==> config.mk <==
export PLATFORM = sky130hd
export DESIGN_NAME = fdt_struct_token_parser
export DESIGN_NICKNAME = d
export VERILOG_FILES = /design/src/fdt_pkg.sv /design/src/fdt_struct_token_parser.sv
export SDC_FILE = /design/constraint.sdc
export NUM_CORES = 1
export LEC_CHECK = 0
export BUFFER_PORTS_ARGS = -buffer_cell sky130_fd_sc_hd__buf_2
export CAP_MARGIN = 20
export CELL_PAD_IN_SITES_DETAIL_PLACEMENT = 1
export CELL_PAD_IN_SITES_GLOBAL_PLACEMENT = 2
export CORE_UTILIZATION = 41
export CTS_CLUSTER_SIZE = 40
export DETAILED_ROUTE_END_ITERATION = 7
export PLACE_DENSITY_LB_ADDON = 0.25
export SLEW_MARGIN = 20
export SYNTH_ARGS = -nofsm -noshare
export SYNTH_HDL_FRONTEND = slang
export SYNTH_SLANG_ARGS = --single-unit
export TNS_END_PERCENT = 5
==> constraint.sdc <==
create_clock -name clk_i -period 7.5 [get_ports clk_i]
set_input_delay 1.5 -clock clk_i [delete_from_list [all_inputs] [get_ports clk_i]]
set_output_delay 1.5 -clock clk_i [all_outputs]
set_load 0.05 [all_outputs]
==> src/fdt_pkg.sv <==
// Shared constants for the device-tree structure block token parser:
// parse modes, token codes, event codes and a zero-byte test. No dependencies.
package fdt_pkg;

  localparam int unsigned WordW   = 32;
  localparam int unsigned EventW  = 3;
  localparam int unsigned ModeW   = 3;
  localparam int unsigned CountW  = 30;
  localparam int unsigned TdataOW = 96;  // value_word, prop_length, name_offset

  // parse modes
  localparam logic [ModeW-1:0] ModeToken   = 3'd0;
  localparam logic [ModeW-1:0] ModeName    = 3'd1;
  localparam logic [ModeW-1:0] ModeLen     = 3'd2;
  localparam logic [ModeW-1:0] ModeNameOff = 3'd3;
  localparam logic [ModeW-1:0] ModeValue   = 3'd4;
  localparam logic [ModeW-1:0] ModeHalt    = 3'd5;

  // structure block tokens
  localparam logic [WordW-1:0] TokBeginNode = 32'd1;
  localparam logic [WordW-1:0] TokEndNode   = 32'd2;
  localparam logic [WordW-1:0] TokProp      = 32'd3;
  localparam logic [WordW-1:0] TokNop       = 32'd4;
  localparam logic [WordW-1:0] TokEnd       = 32'd9;

  // events
  localparam logic [EventW-1:0] EvConsumed = 3'd0;
  localparam logic [EventW-1:0] EvBegin    = 3'd1;
  localparam logic [EventW-1:0] EvEndNode  = 3'd2;
  localparam logic [EventW-1:0] EvHeader   = 3'd3;
  localparam logic [EventW-1:0] EvValue    = 3'd4;
  localparam logic [EventW-1:0] EvEnd      = 3'd5;
  localparam logic [EventW-1:0] EvNop      = 3'd6;
  localparam logic [EventW-1:0] EvError    = 3'd7;

  function automatic logic has_zero_byte(input logic [WordW-1:0] w);
    return (w[31:24] == 8'h00) || (w[23:16] == 8'h00) ||
           (w[15:8] == 8'h00) || (w[7:0] == 8'h00);
  endfunction

endpackage

==> src/fdt_struct_token_parser.sv <==
// Device-tree structure block token parser, top level.
// Depends on fdt_pkg for mode, token and event codes.
//
// Takes one 32-bit structure block word per request (first memory byte in
// bits 31..24) and returns exactly one event per word through a single
// output register. A new word is taken every cycle as long as the output
// register is empty or being drained, so throughput is one word per clock.
// Property length and name offset are carried on header and value events;
// the final value word of a property has tlast set. An unknown token
// reports an error and every later word is consumed silently until reset.
module fdt_struct_token_parser (
  input  logic         clk_i,
  input  logic         rst_ni,
  input  logic         s_axis_tvalid,
  output logic         s_axis_tready,
  input  logic [31:0]  s_axis_tdata,   // [31:0] word
  output logic         m_axis_tvalid,
  input  logic         m_axis_tready,
  output logic [95:0]  m_axis_tdata,   // [31:0] value_word, [63:32] prop_length,
                                       // [95:64] name_offset
  output logic [2:0]   m_axis_tuser,   // [2:0] event_res
  output logic         m_axis_tlast    // last_value
);

  logic [fdt_pkg::ModeW-1:0]  mode_q, mode_d;
  logic [fdt_pkg::CountW-1:0] words_left_q, words_left_d;
  logic [fdt_pkg::WordW-1:0]  held_len_q, held_len_d;
  logic [fdt_pkg::WordW-1:0]  held_off_q, held_off_d;

  logic                        out_valid_q;
  logic [fdt_pkg::EventW-1:0]  ev_q, ev_d;
  logic [fdt_pkg::WordW-1:0]   val_q, val_d;
  logic [fdt_pkg::WordW-1:0]   plen_q, plen_d;
  logic [fdt_pkg::WordW-1:0]   poff_q, poff_d;
  logic                        last_q, last_d;

  logic                        in_fire;
  logic [fdt_pkg::WordW-1:0]   w;
  logic [fdt_pkg::WordW-1:0]   len_m1;

  assign s_axis_tready = !out_valid_q || m_axis_tready;
  assign in_fire       = s_axis_tvalid && s_axis_tready;
  assign w             = s_axis_tdata;
  assign len_m1        = held_len_q - 32'd1;

  always_comb begin
    mode_d       = mode_q;
    words_left_d = words_left_q;
    held_len_d   = held_len_q;
    held_off_d   = held_off_q;
    ev_d         = fdt_pkg::EvConsumed;
    val_d        = '0;
    plen_d       = '0;
    poff_d       = '0;
    last_d       = 1'b0;
    unique case (mode_q)
      fdt_pkg::ModeToken: begin
        priority if (w == fdt_pkg::TokBeginNode) begin
          ev_d   = fdt_pkg::EvBegin;
          mode_d = fdt_pkg::ModeName;
        end else if (w == fdt_pkg::TokEndNode) begin
          ev_d = fdt_pkg::EvEndNode;
        end else if (w == fdt_pkg::TokProp) begin
          mode_d = fdt_pkg::ModeLen;
        end else if (w == fdt_pkg::TokNop) begin
          ev_d = fdt_pkg::EvNop;
        end else if (w == fdt_pkg::TokEnd) begin
          ev_d = fdt_pkg::EvEnd;
        end else begin
          ev_d   = fdt_pkg::EvError;
          mode_d = fdt_pkg::ModeHalt;
        end
      end
      fdt_pkg::ModeName: begin
        if (fdt_pkg::has_zero_byte(w)) mode_d = fdt_pkg::ModeToken;
      end
      fdt_pkg::ModeLen: begin
        held_len_d = w;
        mode_d     = fdt_pkg::ModeNameOff;
      end
      fdt_pkg::ModeNameOff: begin
        held_off_d = w;
        ev_d       = fdt_pkg::EvHeader;
        plen_d     = held_len_q;
        poff_d     = w;
        if (held_len_q == '0) begin
          mode_d = fdt_pkg::ModeToken;
        end else begin
          // ceil(len/4) - 1 words follow the first
          words_left_d = len_m1[31:2];
          mode_d       = fdt_pkg::ModeValue;
        end
      end
      fdt_pkg::ModeValue: begin
        ev_d   = fdt_pkg::EvValue;
        val_d  = w;
        plen_d = held_len_q;
        poff_d = held_off_q;
        if (words_left_q == '0) begin
          last_d = 1'b1;
          mode_d = fdt_pkg::ModeToken;
        end else begin
          words_left_d = words_left_q - 30'd1;
        end
      end
      default: mode_d = fdt_pkg::ModeHalt;
    endcase
  end

  always_ff @(posedge clk_i or negedge rst_ni) begin
    if (!rst_ni) begin
      mode_q       <= fdt_pkg::ModeToken;
      words_left_q <= '0;
      held_len_q   <= '0;
      held_off_q   <= '0;
      out_valid_q  <= 1'b0;
    end else begin
      if (in_fire) begin
        mode_q       <= mode_d;
        words_left_q <= words_left_d;
        held_len_q   <= held_len_d;
        held_off_q   <= held_off_d;
        out_valid_q  <= 1'b1;
      end else if (m_axis_tready) begin
        out_valid_q  <= 1'b0;
      end
    end
  end

  always_ff @(posedge clk_i) begin
    if (in_fire) begin
      ev_q   <= ev_d;
      val_q  <= val_d;
      plen_q <= plen_d;
      poff_q <= poff_d;
      last_q <= last_d;
    end
  end

  assign m_axis_tvalid = out_valid_q;
  assign m_axis_tdata  = {poff_q, plen_q, val_q};
  assign m_axis_tuser  = ev_q;
  assign m_axis_tlast  = last_q;

`ifndef SYNTHESIS
  a_halt_sticky: assert property (@(posedge clk_i) disable iff (!rst_ni)
    mode_q == fdt_pkg::ModeHalt |=> mode_q == fdt_pkg::ModeHalt)
    else $error("parser left halt without reset");

  a_count_in_value: assert property (@(posedge clk_i) disable iff (!rst_ni)
    words_left_q != '0 |-> mode_q == fdt_pkg::ModeValue)
    else $error("value word count pending outside value mode");

  a_last_is_value: assert property (@(posedge clk_i) disable iff (!rst_ni)
    m_axis_tvalid && m_axis_tlast |-> m_axis_tuser == fdt_pkg::EvValue)
    else $error("tlast on non-value event");

  a_value_zero: assert property (@(posedge clk_i) disable iff (!rst_ni)
    m_axis_tvalid && m_axis_tuser != fdt_pkg::EvValue |-> m_axis_tdata[31:0] == '0)
    else $error("value word nonzero on non-value event");

  a_halt_silent: assert property (@(posedge clk_i) disable iff (!rst_ni)
    in_fire && mode_q == fdt_pkg::ModeHalt |=> m_axis_tuser == fdt_pkg::EvConsumed)
    else $error("event reported while halted");
`endif

endmodule
After elaboration in Yosys (flattened, before gate mapping). Cells that the tools add are included.

Flip-flop bits (word level): 198. Bits of input ports: 36. Output and inout port bits: 102. Logic and storage cells: 70.

Add/subtract/negate cells: 2. Equal/unequal tests: 16. Mux-type cells: 22. Reductions and logical operators: 20.

Operator list (number): 32-bit by 2-bit == test with 1-bit output, second input constant (2); 32-bit one-hot mux with 2 select lines (1); 30-bit 2-to-1 mux (2); 30-bit one-hot mux with 2 select lines (1); 3-bit 2-to-1 mux (11); 32-bit by 1-bit == test with 1-bit output, second input constant (1); 32-bit by 3-bit == test with 1-bit output, second input constant (1); 32-bit by 4-bit == test with 1-bit output, second input constant (1); 32-bit zero test (1); 8-bit zero test (4); 32-bit by 1-bit subtractor with 32-bit output, second input constant (1); 30-bit zero test (1); 30-bit by 1-bit subtractor with 30-bit output, second input constant (1); 3-bit one-hot mux with 5 select lines (1); 3-bit one-hot mux with 3 select lines (1); 2-bit != test, second input constant (4); 4-bit != test, second input constant (2); 3-bit by 2-bit == test with 1-bit output, second input constant (2); 6-bit AND reduction (1); 1-bit logical OR (4); 2-bit 2-to-1 mux (2); 2-bit AND reduction (2); 4-bit AND reduction (1); 2-bit nonzero test (2); 8 further kinds (10).

Longest topological paths before layout.
Word-level depth: 7. Depth in mapped cells: 9.

Worst setup path before layout. No wires, ideal clock.

Path kind: input -> register. Start: in m_axis_tready. End: reg held_len_q[10] (netlist name). Library setup time: 0.125 ns. Arrival time: 6.262 ns. Data required time: 7.375 ns. Path slack: 1.114 ns. Stages on the path: 6. Buffers on the path: 2. Path through: nand2b_1 and2_1 clkbuf_1 nand3_1 buf_1 mux2_2.

Longest elaborated chain between the ends: 3.

RTL lines: from (decl) (RTL line fdt_struct_token_parser.sv:18) `input logic m_axis_tready,`; 1-bit logical OR (RTL line fdt_struct_token_parser.sv:41) `assign s_axis_tready = !out_valid_q || m_axis_tready;`; 1-bit logical AND (RTL line fdt_struct_token_parser.sv:42) `assign in_fire = s_axis_tvalid && s_axis_tready;`; via in_fire (RTL line fdt_struct_token_parser.sv:37) `logic in_fire;`; 2-bit AND reduction (no source line); to (signal assigned) (RTL line fdt_struct_token_parser.sv:121) `held_len_q <= held_len_d;`; to (decl) (RTL line fdt_struct_token_parser.sv:27) `logic [fdt_pkg::WordW-1:0] held_len_q, held_len_d;`.

The timed path passes the listed nets, and every way through them passes these cells. A chain may end at the register's enable or synchronous reset.

Final worst setup path.
Start: reg mode_q[2] (netlist name). End: reg words_left_q[0] (netlist name).

Longest elaborated chain between the ends: 3. Elaborated cells on any way between the ends: 7. Those cells by class: eq/ne: 4; mux: 1; reduce/logical: 2.

RTL lines: from (decl) (RTL line fdt_struct_token_parser.sv:25) `logic [fdt_pkg::ModeW-1:0] mode_q, mode_d;`; from (signal assigned) (RTL line fdt_struct_token_parser.sv:112) `mode_q <= fdt_pkg::ModeToken;`; from (signal assigned) (RTL line fdt_struct_token_parser.sv:119) `mode_q <= mode_d;`; 3-bit == test / 3-bit by 2-bit == test with 1-bit output (equally long branches) (RTL line fdt_struct_token_parser.sv:56) `unique case (mode_q)`; 2-bit != test (no source line) / 2-bit nonzero test (equally long branches); 4-bit AND reduction (no source line); to (signal assigned) (RTL line fdt_struct_token_parser.sv:120) `words_left_q <= words_left_d;`; to (decl) (RTL line fdt_struct_token_parser.sv:26) `logic [fdt_pkg::CountW-1:0] words_left_q, words_left_d;`.

Parallel ways exist; a longest one is shown, timed or not.

==> out/qor.txt <==
critical path type: register to register
top-level I/O count: 138
count of hold-fix buffers inserted at cts: 0
Worst-Margin Slew: 0.881 ns
Die W: 150 um
crit path max fanout: 41
number of global-route vias before repair: 6997
DR vias/cell: 5.80
Detailed Place HPWL: 16.9 mm
Port Buf Inserts: 137
Remaining DRCs: 0
post-cts sizing count: 0
synth warn: 0
total power: 4.25 mW
leakage power: 4.35 nW
Setup WS post-layout: 3.62 ns
Skew-Pair Late Insertion Delay: 0.44 ns
Tot GR Track Use: 0.232
Syn Nets: 775
GP Congestion: 0.805
initial core utilization: 0.425
Core Area: 21300 um^2
fin area: 10600 um^2
unrepaired setup endpoints after global routing: no
Final ANT Viol Nets: 0
clk slew on worst S/H paths: 0.08 ns
asr flop ratio synth: 0.495
CTS max path bufs: 2
initial antenna violation count: 0
Syn Inst Count: 737
Netlist cell types: 67
sequential share of the synthesized area: 0.603
Final nets: 895
number of flops mapped to enable cells by yosys: 100
final hold violation count: 0
Cells after DPL: 1113
commonest cells after routing, fill and taps aside: buf_2 (136), edfxtp_1 (100), dfrtp_1 (98), mux2_2 (64), o21ai_0 (43)
r2r setup slk: 3.62 ns
Multi-input gate area: 3370 um^2
Pins Over Slew Limit: 0
CTS tree: done
# setup viols final: 0
commonest non-fill, non-tap cell in the layout: buf_2
share of cells above drive strength 1: 0.293
CP required: 7.85 ns
# rows: 53
HP Class: register to register
Critical Path Source Type: register
Setup WS pre-CTS: 3.51 ns
drt wl/cell: 21.9 um
Avg Synthesized Cell Area: 12.3 um^2
Netlist Area Pre-Place: 9040 um^2
clk sinks: 198
Yosys reg bits: 198
drt first-iter violations: 329
Max Freq: 258 MHz
Max transition margin: 0.413
status: complete, no violations
highest-delay cell along the critical path: or3b_2
Critical Path End Type: register
Die Height: 150 um
Total Wirelength: 25.1 mm
TritonRoute pass-1 iters: 4
pin count of the biggest net entering global routing: 61
Peak supply drop: 0.190 mV
Final Critical Period: 3.88 ns
critical-path cell list: buf_4 -> or3b_2 -> nand2_1 -> and2_1 -> nand3_1 -> a221o_1 -> o21ai_1
total setup buffers inserted after CTS: 0
Vias: 6647
Max Cap Viol: 0
FF/Latch Area: 5460 um^2
final worst path period share: 0.517
Max H-tree Level: 4
post-route setup TNS: 0 ns
FILL cells: 2236
total die area: 22600 um^2
slowest cell delay on critical path: 0.85 ns
Layout area overhead: 16.9%
final cell count without fillers: 1146
PwrDens: 402 nW/um^2
first-pass GRT wire length: 39.5 mm
skew final: 0.0134 ns
CTS buffer count: 17
Post-synth top flop: edfxtp_1
total gr overflow: 0
cell area after placement: 9950 um^2
CP Data Arrival Time: 4.23 ns
root buffer cell: clkbuf_16
-- worst paths after layout --
check / startpoint / to / cells after the start
worst max-delay path: mode_q[2] / words_left_q[0] / 7
worst min-delay path: words_left_q[25] / words_left_q[25] / 1
worst max register to register: mode_q[2] / words_left_q[0] / 7
worst min register to register: words_left_q[25] / words_left_q[25] / 1
max in group asynchronous: rst_ni / mode_q[0] / 2
min in group asynchronous: rst_ni / m_axis_tvalid / 1
-- routing by layer --
layer	track usage	up-vias	part of all wire	routed length [um]
li1	-	3022	-	-
met2	0.388	179	0.50	12500
met3	0.0403	29	0.040	1010
met5	0	-	0	0
met1	0.307	3417	0.44	11100
met4	0.0687	0	0.016	399
-- stage by stage --
| stage | hold WS [ns] | util |
|---|---|---|
| after floorplan | 0.467 | - |
| after global routing | 0.529 | 0.496 |
| after CTS | 0.510 | 0.496 |
| after detailed placement | 0.492 | 0.467 |
| final | 0.510 | 0.497 |
| after global placement | 0.480 | 0.467 |
-- Yosys cell counts (3+ instances only) --
master	count	share of area
a21oi_1	42	0.023
a22o_1	35	0.034
a31oi_1	3	0.0021
a32o_1	4	0.0044
and2_1	39	0.027
and3_1	34	0.024
buf_1	6	0.0025
buf_2	3	0.0017
buf_6	4	0.0050
clkbuf_1	32	0.013
dfrtp_1	98	0.27
edfxtp_1	100	0.33
inv_1	6	0.0025
mux2_2	64	0.080
nand2_1	29	0.012
nand2b_1	7	0.0048
nand3_1	21	0.012
nand4_1	7	0.0048
nor2_1	31	0.013
nor2b_1	3	0.0021
nor3_1	23	0.013
nor4_1	19	0.013
o21ai_0	43	0.024
o31ai_1	7	0.0058
o41ai_1	3	0.0029
or3_1	5	0.0035
or4_1	4	0.0033
xnor2_1	8	0.0078
xor2_1	8	0.0078
-- logic make-up after synthesis --
logic type,synth area share
AND/OR/NAND/NOR,0.150
adder cells (fa/ha/maj),0.00277
AO/OA/AOI/OAI,0.121
XOR/XNOR,0.0155
flip-flops,0.603
buffers and inverters,0.0249
multiplexers,0.0819
-- state kept, by name (all words and copies together), names as in the netlist, 3 cells and up --
register,cells
held_len_q,32
held_off_q,32
m_axis_tuser,3
mode_q,3
plen_q,32
poff_q,32
val_q,32
words_left_q,30
-- layout make-up --
type                    instances  area share
diodes                          1    0.000237
clock buffers                  18      0.0406
clock inverters                14      0.0180
inverters                       6     0.00213
multi-input cells             488       0.319
flip-flops and latches        198       0.516
well taps                     275      0.0326
repair buffers                146      0.0715
-- critical path: cells and delay by family (launching register included) --
kind,cells,cell delay [ns]
simple gates,4,2.49
buf+inv,1,0.37
flops,1,0.34
compound gates,2,0.59
-- power by group --
part	leakage [nW]	switching [mW]	internal, mW
Combinational	1.86	1.01	0.512
Sequential	2.20	0.282	1.52
Clock	0.295	0.472	0.454
Total	4.35	1.77	2.48
Note: power is estimated with default switching activity, not from simulation.
